<file path="src/hdl/repeated_tone_burst_generator_assert.svh">
// Assertion macros for the repeated tone burst generator.
// Expects signals named clock and reset in the including scope.
`ifndef REPEATED_TONE_BURST_GENERATOR_ASSERT_SVH
`define REPEATED_TONE_BURST_GENERATOR_ASSERT_SVH

// check cons in the same cycle as ante, outside reset
`define RTBG_ASSERT_NOW(label, ante, cons, msg) \
   label: assert property (@(posedge clock) disable iff (reset) (ante) |-> (cons)) \
      else $error(msg);

// check cons in the cycle after a reset cycle
`define RTBG_ASSERT_RESET(label, cons, msg) \
   label: assert property (@(posedge clock) reset |=> (cons)) else $error(msg);

`endif

</file>
<file path="src/hdl/rtbg_pkg.sv">
// Shared types and constants of the repeated tone burst generator.
// No dependencies.
`default_nettype none

package rtbg_pkg;

   localparam int unsigned CSR_INDEX_BITS = 3;
   localparam int unsigned CSR_DATA_BITS  = 32;
   localparam int unsigned SAMPLE_BITS    = 15;
   localparam int unsigned QUEUE_DEPTH    = 2;

   localparam logic [CSR_INDEX_BITS-1:0] CSR_TONE_SAMPLES    = 3'd0;
   localparam logic [CSR_INDEX_BITS-1:0] CSR_SILENCE_SAMPLES = 3'd1;
   localparam logic [CSR_INDEX_BITS-1:0] CSR_RAMP_SAMPLES    = 3'd2;
   localparam logic [CSR_INDEX_BITS-1:0] CSR_TONE_PHASE_STEP = 3'd3;
   localparam logic [CSR_INDEX_BITS-1:0] CSR_RAMP_PHASE_STEP = 3'd4;
   localparam logic [CSR_INDEX_BITS-1:0] CSR_REPEAT_TOTAL    = 3'd5;

   localparam logic [19:0] TONE_SAMPLES_RESET    = 20'd4800;
   localparam logic [19:0] SILENCE_SAMPLES_RESET = 20'd3840;
   localparam logic [15:0] RAMP_SAMPLES_RESET    = 16'd240;
   localparam logic [31:0] TONE_PHASE_STEP_RESET = 32'd89478485;
   localparam logic [31:0] RAMP_PHASE_STEP_RESET = 32'd8947849;
   localparam logic [7:0]  REPEAT_TOTAL_RESET    = 8'd1;

   localparam logic [14:0] AMPLITUDE = 15'd8192;

   localparam logic [1:0] ENV_FLAT = 2'd0;
   localparam logic [1:0] ENV_RISE = 2'd1;
   localparam logic [1:0] ENV_FALL = 2'd2;

   typedef struct packed {
      logic [19:0] tone_samples;
      logic [19:0] silence_samples;
      logic [15:0] ramp_samples;
      logic [31:0] tone_phase_step;
      logic [31:0] ramp_phase_step;
      logic [7:0]  repeat_total;
   } cfg_type;

   typedef struct packed {
      logic        tone;
      logic        done;
      logic [1:0]  env_mode;
      logic [31:0] tone_phase;
      logic [31:0] ramp_phase;
   } work_type;

endpackage

`default_nettype wire

</file>
<file path="src/hdl/rtbg_fifo.sv">
// Short work queue between the tick sequencer and the sample datapath.
// Depends on rtbg_pkg.
`default_nettype none

module rtbg_fifo import rtbg_pkg::*; (
   input  logic     clock,
   input  logic     reset,
   input  logic     push_valid,
   output logic     push_ready,
   input  work_type push_data,
   output logic     pop_valid,
   input  logic     pop_ready,
   output work_type pop_data
);

   localparam int unsigned PTR_BITS = (QUEUE_DEPTH > 1) ? $clog2(QUEUE_DEPTH) : 1;
   localparam int unsigned CNT_BITS = $clog2(QUEUE_DEPTH + 1);

   work_type              slot_ff [QUEUE_DEPTH];
   logic [PTR_BITS-1:0]   wr_ptr_ff, wr_ptr_in;
   logic [PTR_BITS-1:0]   rd_ptr_ff, rd_ptr_in;
   logic [CNT_BITS-1:0]   count_ff, count_in;
   logic                  push, pop;

   assign push_ready = (count_ff != CNT_BITS'(QUEUE_DEPTH));
   assign pop_valid  = (count_ff != '0);
   assign pop_data   = slot_ff[rd_ptr_ff];
   assign push       = push_valid && push_ready;
   assign pop        = pop_valid && pop_ready;

   always_comb begin
      wr_ptr_in = wr_ptr_ff;
      rd_ptr_in = rd_ptr_ff;
      count_in  = count_ff;
      if (push) begin
         wr_ptr_in = (wr_ptr_ff == PTR_BITS'(QUEUE_DEPTH - 1)) ? '0 : wr_ptr_ff + 1'b1;
      end
      if (pop) begin
         rd_ptr_in = (rd_ptr_ff == PTR_BITS'(QUEUE_DEPTH - 1)) ? '0 : rd_ptr_ff + 1'b1;
      end
      case ({push, pop})
         2'b10:   count_in = count_ff + 1'b1;
         2'b01:   count_in = count_ff - 1'b1;
         default: count_in = count_ff;
      endcase
   end

   always_ff @(posedge clock) begin
      if (reset) begin
         wr_ptr_ff <= '0;
         rd_ptr_ff <= '0;
         count_ff  <= '0;
      end else begin
         wr_ptr_ff <= wr_ptr_in;
         rd_ptr_ff <= rd_ptr_in;
         count_ff  <= count_in;
      end
   end

   always_ff @(posedge clock) begin
      if (push) begin
         slot_ff[wr_ptr_ff] <= push_data;
      end
   end

endmodule

`default_nettype wire

</file>
<file path="config.mk">
export PLATFORM = sky130hd
export DESIGN_NAME = rtbg_fifo
export DESIGN_NICKNAME = d
export VERILOG_FILES = /design/src/hdl/repeated_tone_burst_generator_assert.svh /design/src/hdl/rtbg_pkg.sv /design/src/hdl/rtbg_fifo.sv
export SDC_FILE = /design/constraint.sdc
export NUM_CORES = 1
export LEC_CHECK = 0
export BUFFER_PORTS_ARGS = -buffer_cell sky130_fd_sc_hd__buf_2
export CORE_UTILIZATION = 52
export DETAILED_ROUTE_END_ITERATION = 16
export PLACE_DENSITY = 0.79
export SYNTH_ARGS = -nofsm -noshare
export SYNTH_HDL_FRONTEND = slang
export SYNTH_SLANG_ARGS = --single-unit
export TNS_END_PERCENT = 30
</file>
<file path="constraint.sdc">
create_clock -name clock -period 3.6 [get_ports clock]
set_clock_uncertainty 0.2 [all_clocks]
set_input_delay 0.9 -clock clock [delete_from_list [all_inputs] [get_ports clock]]
set_output_delay 0.9 -clock clock [all_outputs]
set_load 0.005 [all_outputs]
</file>
# == After elaboration in Yosys (flattened, before gate mapping) ==
# Memory sizes are Yosys's and may differ from the RTL's. A register that Yosys moved wholly into a read port is not among the register bits.
# Cells that the tools add are included.
# totals
reg_bits,4
mem_bits_rw,136
input_bits,72
out_inout_bits,70
wordCells,22
n_memories,1
# classes
n_addsub,4
eq_ne,3
n_mux,7
reduce_logical,4
# memory_table
memory,words,width,read_ports,rd_clocked_by_memory_dff,wr,line_no,source
slot_ff,2,68,1,1,1,rtbg_fifo.sv:19,work_type slot_ff [QUEUE_DEPTH];
# op_table
op,count
1-bit two-way mux,6
2-bit one-hot mux with 2 select lines,1
2-bit nonzero test,2
1-bit adder (second input constant),2
2-bit by 1-bit adder with 2-bit output (second input constant),1
2-bit by 1-bit == test with 1-bit output (second input constant),1
2-bit == test (second input constant),1
1-bit logical AND,2
2-bit != test (second input constant),1
2-bit by 1-bit subtractor with 2-bit output (second input constant),1

# == Depth between registers and ports, before layout ==
# Gate-level depths: netlist of run 1.
# logic_depth
word_depth,4
mapped_depth,6
mapped_depth_nobuf,6

# == Worst setup path after synthesis of run 1 ==
# Ideal clock, no wire load.
# synth_timing
path_type,input to register
from,input push_valid
to,"memory slot_ff[1][0] (netlist bit), enable pin"
setup_ns,0.434
arrival_time_ns,2.545
t_required_ns,2.966
setup_slack_ns,0.422
stages,1
path_buffers,0
cell_sequence,and3_1
# synth_between
elab_chain_cells,3
# synth_rtl
item,line_no,source
"start, declared",rtbg_fifo.sv:8,"input logic push_valid,"
1-bit logical AND,rtbg_fifo.sv:28,assign push = push_valid && push_ready;
1-bit two-way mux,rtbg_fifo.sv:61,if (push) begin
1-bit two-way mux (not written as such),rtbg_fifo.sv:62,slot_ff[wr_ptr_ff] <= push_data;
"end, declared",rtbg_fifo.sv:19,
# Every way passes these cells.

==> results.rst, run 1 <==
.. list-table::
   :header-rows: 1

   * - Metric
     - Value
   * - Cts bufs inserted
     - 17
   * - Net count of the mapped netlist
     - 309
   * - Largest net degree at the start of global routing
     - 38
   * - Complex-gate fraction of the synthesized area
     - 0.634%
   * - Site row count
     - 35
   * - Sequential cell area in the final layout
     - 4190 um^2
   * - Relative contribution of sequential cells to total power
     - 44.1%
   * - Cells along the critical path
     - buf_4 -> mux2_2 -> buf_2
   * - Switching pwr
     - 1200 uW
   * - Number of cells on the worst hold path
     - 2
   * - Cell family contributing the most delay on the critical path
     - flip-flops
   * - Drt initial violations
     - 83
   * - Area used by multi-input combinational logic
     - 886 um^2
   * - Clock sink total
     - 141
   * - First-pass GRT wire length
     - 12.8 mm
   * - Busiest layer in global routing
     - met2
   * - Via density
     - 4.97
   * - Post-synth ARST share
     - 0%
   * - Met3 demand-to-capacity share in global routing
     - 6.83%
   * - Critical register-to-register path endpoint
     - slot_ff[0][31]$_DFFE_PP_
   * - Worst path bufs/invs
     - 2
   * - Most used standard cells in the synthesized netlist
     - sky130_fd_sc_hd__edfxtp_1 (136), sky130_fd_sc_hd__mux2_2 (68), sky130_fd_sc_hd__buf_2 (5), sky130_fd_sc_hd__dfxtp_1 (5)
   * - Area growth from synthesis to layout
     - 28.6%
   * - Die span in y
     - 101 um
   * - Top area cells in the synthesized netlist
     - sky130_fd_sc_hd__edfxtp_1 (80%), sky130_fd_sc_hd__mux2_2 (15%), sky130_fd_sc_hd__dfxtp_1 (2.0%), sky130_fd_sc_hd__buf_6 (0.66%), sky130_fd_sc_hd__buf_2 (0.49%)
   * - Remaining routing DRC violations
     - 0
   * - Most instantiated flip-flop cell in the synthesis netlist
     - sky130_fd_sc_hd__edfxtp_1
   * - Launch instance of the worst register-to-register path
     - count_ff[0]$_SDFFE_PP0P_
   * - Total negative setup slack
     - 0 ns
   * - Pwr/cell area
     - 741 nW/um^2
   * - Sum of routed wire length over all layers
     - 8.55 mm
   * - Static Leak
     - 0.00248 uW
   * - Overflow left after global routing
     - 0
   * - Flop2flop setup slack
     - 1.65 ns
   * - Arrival time at the worst endpoint
     - 1.88 ns
   * - Number of primary I/O pins
     - 142
   * - Worst setup SP type
     - flip-flop
   * - CTS HTree Levels
     - 4
   * - Area of the die
     - 10300 um^2
   * - Clock buffer depth
     - 2
   * - Gate Count Post-Synth
     - 236
   * - Top cell type's share of synthesized area
     - 79.6%
   * - Source of the worst hold timing path
     - rd_ptr_ff$_SDFFE_PP0P_
   * - Crit path required time
     - 2.50 ns
   * - Count of vias placed by the detailed router
     - 2664
   * - Area of the core
     - 9420 um^2
   * - Met2 track demand over resource in global routing
     - 28.6%
   * - Number of nets in the final layout
     - 467
   * - Cell area after synthesis
     - 5130 um^2
   * - Final Hold Fails
     - 0
   * - Post-DRT Antenna Nets
     - 0
   * - Number of cells on the worst reg-to-reg path
     - 4
   * - Post-CTS Setup Bufs
     - 0
   * - Via count of the first global-routing pass
     - 2714
   * - VDD IR-drop max
     - 0.413 mV
   * - Final Util
     - 70.1%
   * - Number of buffers inserted by port buffering
     - 141
   * - Global-route usage over all layers
     - 17.0%
   * - Number of distinct library cells after synthesis
     - 20
   * - Hold buffers post-CTS
     - 0
   * - Final setup violating endpoints
     - 0
   * - Share of cells above drive strength 1
     - 61.2%
   * - Cell at the slowest stage of the critical path
     - sky130_fd_sc_hd__dfxtp_2
   * - Highest clock rate
     - 336 MHz
   * - Final critical-path required period
     - 2.98 ns
   * - Multiplexer area fraction after synthesis
     - 14.9%
   * - Antenna violations before repair
     - 0
   * - Combinational fraction of design power
     - 21.2%
   * - Post-synthesis simple-gate area fraction
     - 0.927%
   * - Delay of the slowest cell on the worst path
     - 0.53 ns
   * - Min-Delay Endpoint
     - rd_ptr_ff$_SDFFE_PP0P_
   * - Mean instance size in the synthesized netlist
     - 21.7 um^2
   * - Standard cell area after detailed placement
     - 6010 um^2
   * - Largest fanout on the critical path
     - 21
   * - Met1 Resource Use GR
     - 20.3%
   * - Clock tree from TritonCTS
     - yes
   * - Ratio of final minimum period to clock period
     - 82.8%
   * - Pre-Repair DR Iteration Count
     - 4
   * - Register bit count reported by yosys
     - 141
   * - Resized cells post-CTS
     - 0
   * - Internal power summed over all cells
     - 3690 uW
   * - Register area share after synthesis
     - 81.5%
   * - Post-DP HPWL
     - 5.36 mm
   * - Final std cell area, no fill
     - 6600 um^2
   * - Number of diodes added for antenna fixing
     - 0
   * - Type of the tightest min-delay check
     - reg2reg
   * - Post-synth EDFFs
     - 136
   * - Filler cell count in the final layout
     - 628
   * - Tightest hold margin
     - 0.346 ns
   * - Kind of end point of the critical path
     - output pin
   * - WS Path Type
     - reg2out
   * - Largest family of logic cells by synthesized area
     - multiplexers
   * - Adder-cell share of the synthesized area
     - 0.244%
   * - Biggest area consumer among synthesized cells
     - sky130_fd_sc_hd__edfxtp_1
   * - Max-slew violation count
     - 0
   * - Slew @ Worst Pin
     - 0.497 ns
   * - Clock transition time at the flip-flop clock pins of the worst setup and hold paths
     - 0.06 ns
   * - Result of the run
     - finished clean
   * - Root buffer cell
     - sky130_fd_sc_hd__clkbuf_8
   * - Max cap viols
     - 0
   * - Die outline width
     - 101 um
   * - Sw Share
     - 24.5%
   * - Most common cell in the synthesized netlist
     - sky130_fd_sc_hd__edfxtp_1
   * - Fin worst setup slack
     - 0.620 ns
   * - Initial core utilization
     - 54.5%
   * - Clock Power Share
     - 34.7%
   * - Unrepaired setup endpoints after global routing
     - false
   * - Mean routed wirelength per cell
     - 16.0 um
   * - RD Place Congestion
     - 0.717
   * - Synthesis Warnings
     - 0
   * - Insertion delay of the later-clocked pin in the worst-skew pair
     - 0.50 ns
   * - Pre-CTS WS
     - 1.11 ns
   * - Worst rel slew slack
     - 66.9%
   * - XOR/XNOR share of the synthesized area
     - 0.512%
final cells by class:
cell class | instances | area share [%]
clock buffer | 19 | 6.39
clock inverter | 13 | 2.48
inverter | 1 | 0.0569
multi-input combinational | 86 | 13.4
sequential | 141 | 63.4
tap | 129 | 2.45
timing repair buffer | 147 | 11.8
stage by stage:
step | cells | total power (uW)
6_report | 536 | 4890
5_1_grt | 536 | 5100
4_1_cts | 536 | 4930
3_5_place_dp | 504 | 3230
3_3_place_gp | 504 | 3200
2_1_floorplan | 236 | 2810
flip-flops by register name, indices dropped and copies added (netlist names), named ones only:
name / count
slot_ff: 136
count_ff: 2
rd_ptr_ff: 1
wr_ptr_ff: 1
how the worst max path moves through the flow:
stage               startpoint                       to  slack [ns]  cells after the start
floorplan           push_valid  slot_ff[1][0]$_DFFE_PP_        0.42                      1
global placement     flip-flop             pop_data[23]        1.15                      3
detailed placement   flip-flop             pop_data[64]        1.11                      3
CTS                  flip-flop             pop_data[64]        0.57                      3
global route         flip-flop             pop_data[64]        0.50                      3
finish               flip-flop             pop_data[64]        0.62                      3
layout by cell type (no fill, tap or decap), types with 2 or more instances in the layout:
| master | synthesis | final |
|---|---|---|
| sky130_fd_sc_hd__clkbuf_1 | 0 | 2 |
| sky130_fd_sc_hd__clkbuf_16 | 0 | 16 |
| sky130_fd_sc_hd__inv_6 | 0 | 3 |
| sky130_fd_sc_hd__a21oi_1 | 2 | 2 |
| sky130_fd_sc_hd__bufinv_16 | 0 | 3 |
| sky130_fd_sc_hd__nor2_1 | 3 | 3 |
| sky130_fd_sc_hd__buf_12 | 0 | 2 |
| sky130_fd_sc_hd__edfxtp_1 | 136 | 136 |
| sky130_fd_sc_hd__dfxtp_1 | 5 | 4 |
| sky130_fd_sc_hd__clkinvlp_4 | 0 | 4 |
| sky130_fd_sc_hd__xnor2_1 | 2 | 2 |
| sky130_fd_sc_hd__buf_2 | 5 | 141 |
| sky130_fd_sc_hd__mux2_2 | 68 | 68 |
| sky130_fd_sc_hd__buf_4 | 0 | 4 |
worst reg2reg max path: stages, from the launching register on:
cell and delay, ns:
sky130_fd_sc_hd__dfxtp_1 0.41, sky130_fd_sc_hd__nand2b_1 0.22, sky130_fd_sc_hd__nand3b_1 0.13, sky130_fd_sc_hd__inv_2 0.25, sky130_fd_sc_hd__buf_4 0.40
cell families (layout without fill, tap and decap cells):
logic type / after synthesis / count (layout)
compound gates: 5 / 5
xor+xnor: 3 / 3
fa+ha+maj: 1 / 1
buf+inv: 9 / 180
flops: 141 / 141
mux: 68 / 68
simple gates: 9 / 9
layer usage:
layer  wire [um]  share of wire (%)  vias to the layer above
li1            -                  -                     1252
met1        3660                 43                     1292
met2        4160                 49                      109
met3         662                7.7                       11
met4          72               0.84                        0
met5           0                  0                        -
power by group through the flow:
| stage | Clock (uW) | Sequential (uW) | Combinational [uW] |
|---|---|---|---|
| CTS | 1720 | 2160 | 1050 |
| detailed placement | 0 | 2190 | 1040 |
| global placement | 0 | 2180 | 1020 |
| floorplan | 0 | 2160 | 657 |
| finish | 1700 | 2160 | 1040 |
| global route | 1780 | 2180 | 1140 |
No activity file was read; power rests on OpenSTA's default activity.
==> run 2, diff against run 1 <==
- clock period: 3.6 -> 2.8 ns (I/O delays scaled with it)
==> run 2 against run 1 <==
Worst setup slack got worse by 0.37 ns. Non-clock buffer count decreased by 1. Critical path depth unchanged. Critical endpoint is now pop_data[5].
==> results.rst, run 2 (synthesis results as in run 1) <==
.. list-table::
   :header-rows: 1

   * - Metric
     - Value
   * - Area growth from synthesis to layout
     - 28.4% (was 28.6%)
   * - Flop2flop setup slack
     - 0.89 ns (was 1.65 ns)
   * - RD Place Congestion
     - 0.672 (was 0.717)
   * - Number of cells on the worst hold path
     - 1 (was 2)
   * - Max cap viols
     - 0 (unchanged)
   * - Kind of end point of the critical path
     - output pin (unchanged)
   * - Count of vias placed by the detailed router
     - 2652 (was 2664)
   * - Largest register FFs
     - 136 (unchanged)
   * - Clock buffer depth
     - 2 (unchanged)
   * - Arrival time at the worst endpoint
     - 1.65 ns (was 1.88 ns)
   * - Largest net degree at the start of global routing
     - 69 (was 38)
   * - Launch instance of the worst register-to-register path
     - count_ff[0]$_SDFFE_PP0P_ (unchanged)
   * - VDD IR-drop max
     - 0.696 mV (was 0.413 mV)
   * - Registers with the highest flip-flop counts
     - slot_ff: 136 flops, count_ff: 2 flops (unchanged)
   * - Post-DP HPWL
     - 5.48 mm (was 5.36 mm)
   * - Fin worst setup slack
     - 0.247 ns (was 0.620 ns)
   * - Highest clock rate
     - 392 MHz
   * - Via count of the first global-routing pass
     - 2726 (was 2714)
   * - WS Path Type
     - reg2out (unchanged)
   * - Clock transition time at the flip-flop clock pins of the worst setup and hold paths
     - 0.06 ns (about the same)
   * - Post-DRT Antenna Nets
     - 0 (unchanged)
   * - Ratio of final minimum period to clock period
     - 91.2%
   * - Clock Power Share
     - 34.6% (was 34.7%)
   * - Commonest non-fill, non-tap cell in the layout
     - sky130_fd_sc_hd__buf_2 (unchanged)
   * - Worst setup SP type
     - flip-flop (unchanged)
   * - Area of the core
     - 9420 um^2 (unchanged)
   * - Share of cells above drive strength 1
     - 61.1% (was 61.2%)
   * - Combinational fraction of design power
     - 21.7% (was 21.2%)
   * - Register containing the most flip-flops in the final layout
     - slot_ff (unchanged)
   * - Drt initial violations
     - 116 (was 83)
   * - Die outline width
     - 101 um (unchanged)
   * - Switching pwr
     - 1540 uW (was 1200 uW)
   * - Global-route usage over all layers
     - 17.3% (was 17.0%)
   * - Number of diodes added for antenna fixing
     - 0 (unchanged)
   * - Area of the die
     - 10300 um^2 (unchanged)
   * - Type of the tightest min-delay check
     - in2reg (was reg2reg)
   * - Slew @ Worst Pin
     - 0.560 ns (was 0.497 ns)
   * - Overflow left after global routing
     - 0 (unchanged)
   * - Initial core utilization
     - 54.5% (unchanged)
   * - Final critical-path required period
     - 2.55 ns
   * - Final setup violating endpoints
     - 0 (unchanged)
   * - Site row count
     - 35 (unchanged)
   * - Crit path required time
     - 1.90 ns (was 2.50 ns)
   * - Resized cells post-CTS
     - 0 (unchanged)
   * - Source of the worst hold timing path
     - push_data[54] (was rd_ptr_ff$_SDFFE_PP0P_)
   * - Insertion delay of the later-clocked pin in the worst-skew pair
     - 0.50 ns (about the same)
   * - Max-slew violation count
     - 0 (unchanged)
   * - Static Leak
     - 0.00249 uW (was 0.00248 uW)
   * - First-pass GRT wire length
     - 12.7 mm (was 12.8 mm)
   * - Antenna violations before repair
     - 0 (unchanged)
   * - Pwr/cell area
     - 953 nW/um^2 (was 741 nW/um^2)
   * - Clock sink total
     - 141 (unchanged)
   * - CTS HTree Levels
     - 4 (unchanged)
   * - Post-CTS Setup Bufs
     - 0 (unchanged)
   * - Number of cells on the worst reg-to-reg path
     - 3 (was 4)
   * - Sum of routed wire length over all layers
     - 8.71 mm (was 8.55 mm)
   * - Unrepaired setup endpoints after global routing
     - false (unchanged)
   * - Final Hold Fails
     - 0 (unchanged)
   * - Number of nets in the final layout
     - 466 (was 467)
   * - Mean routed wirelength per cell
     - 16.3 um (was 16.0 um)
   * - Cts bufs inserted
     - 17 (unchanged)
   * - Sw Share
     - 24.5% (about the same)
   * - Filler cell count in the final layout
     - 627 (was 628)
   * - Pre-CTS WS
     - 0.735 ns (was 1.11 ns)
   * - Largest fanout on the critical path
     - 20 (was 21)
   * - Internal power summed over all cells
     - 4740 uW (was 3690 uW)
   * - Worst rel slew slack
     - 62.7% (was 66.9%)
   * - Clock tree from TritonCTS
     - yes (unchanged)
   * - Die span in y
     - 101 um (unchanged)
   * - Remaining routing DRC violations
     - 0 (unchanged)
   * - Pre-Repair DR Iteration Count
     - 4 (unchanged)
   * - Via density
     - 4.96 (was 4.97)
   * - Result of the run
     - finished clean (unchanged)
   * - Min-Delay Endpoint
     - slot_ff[1][54]$_DFFE_PP_ (was rd_ptr_ff$_SDFFE_PP0P_)
   * - Total negative setup slack
     - 0 ns (unchanged)
   * - Highest-count cells in the layout ignoring fill and taps
     - sky130_fd_sc_hd__buf_2 (141), sky130_fd_sc_hd__edfxtp_1 (136), sky130_fd_sc_hd__mux2_2 (68) (unchanged)
   * - Root buffer cell
     - sky130_fd_sc_hd__clkbuf_8 (unchanged)
   * - Number of primary I/O pins
     - 142 (unchanged)
   * - Critical register-to-register path endpoint
     - slot_ff[1][51]$_DFFE_PP_ (was slot_ff[0][31]$_DFFE_PP_)
   * - Relative contribution of sequential cells to total power
     - 43.7% (was 44.1%)
   * - Hold buffers post-CTS
     - 0 (unchanged)
   * - Number of buffers inserted by port buffering
     - 141 (unchanged)
==> run 2: cell count changes in the layout (fill, tap and decap cells not counted), sizes merged <==
cell / change
clkinvlp: -3
buf: -1
clkinv: +4
inv: -1
==> run 2: metrics by stage <==
step,util [%],area (um^2),hold WS (ns),instances,total power (uW)
after floorplan,-,5130,0.274,236,3610
after global placement,63.8,6000,0.294,503,4130
after detailed placement,63.8,6000,0.302,503,4170
after CTS,70.0,6590,0.156,535,6350
after global routing,70.0,6590,0.154,535,6550
final,70.0,6590,0.178,535,6280
==> run 2: layer usage <==
| metal | up-vias | track usage (%) | wire [um] |
|---|---|---|---|
| li1 | 1251 | - | - |
| met1 | 1281 | 20.2 | 3590 |
| met2 | 109 | 28.7 | 4410 |
| met3 | 11 | 6.35 | 602 |
| met4 | 0 | 7.58 | 109 |
| met5 | - | 0 | 0 |
==> run 2: cell type report <==
type,count,area (um^2),area share (%)
inverters,1,3.75,0.0570
clock buffers,19,422,6.40
multi-input cells,86,886,13.4
repair buffers,146,768,11.7
flip-flops and latches,141,4190,63.5
clock inverters,13,164,2.49
well taps,129,161,2.45
==> run 2: how the worst max path moves through the flow <==
stage	from	end	depth (start not counted)
2_1_floorplan	push_valid	slot_ff[0][0]$_DFFE_PP_	2
3_3_place_gp	push_valid	slot_ff[1][45]$_DFFE_PP_	3
3_5_place_dp	push_valid	slot_ff[1][49]$_DFFE_PP_	3
4_1_cts	flip-flop	pop_data[5]	3
5_1_grt	flip-flop	pop_data[5]	3
6_report	flip-flop	pop_data[5]	3
==> run 2: power by group through the flow <==
stage	combinational, uW	clock (uW)	sequential, uW
2_1_floorplan	845	0	2770
3_3_place_gp	1360	0	2770
3_5_place_dp	1370	0	2790
4_1_cts	1390	2210	2750
5_1_grt	1490	2290	2770
6_report	1360	2170	2750
==> run 2: critical path, cell delays in order, from the launching register on <==
cell,delay [ns]
sky130_fd_sc_hd__dfxtp_2,0.35
sky130_fd_sc_hd__buf_4,0.28
sky130_fd_sc_hd__mux2_2,0.39
sky130_fd_sc_hd__buf_2,0.13
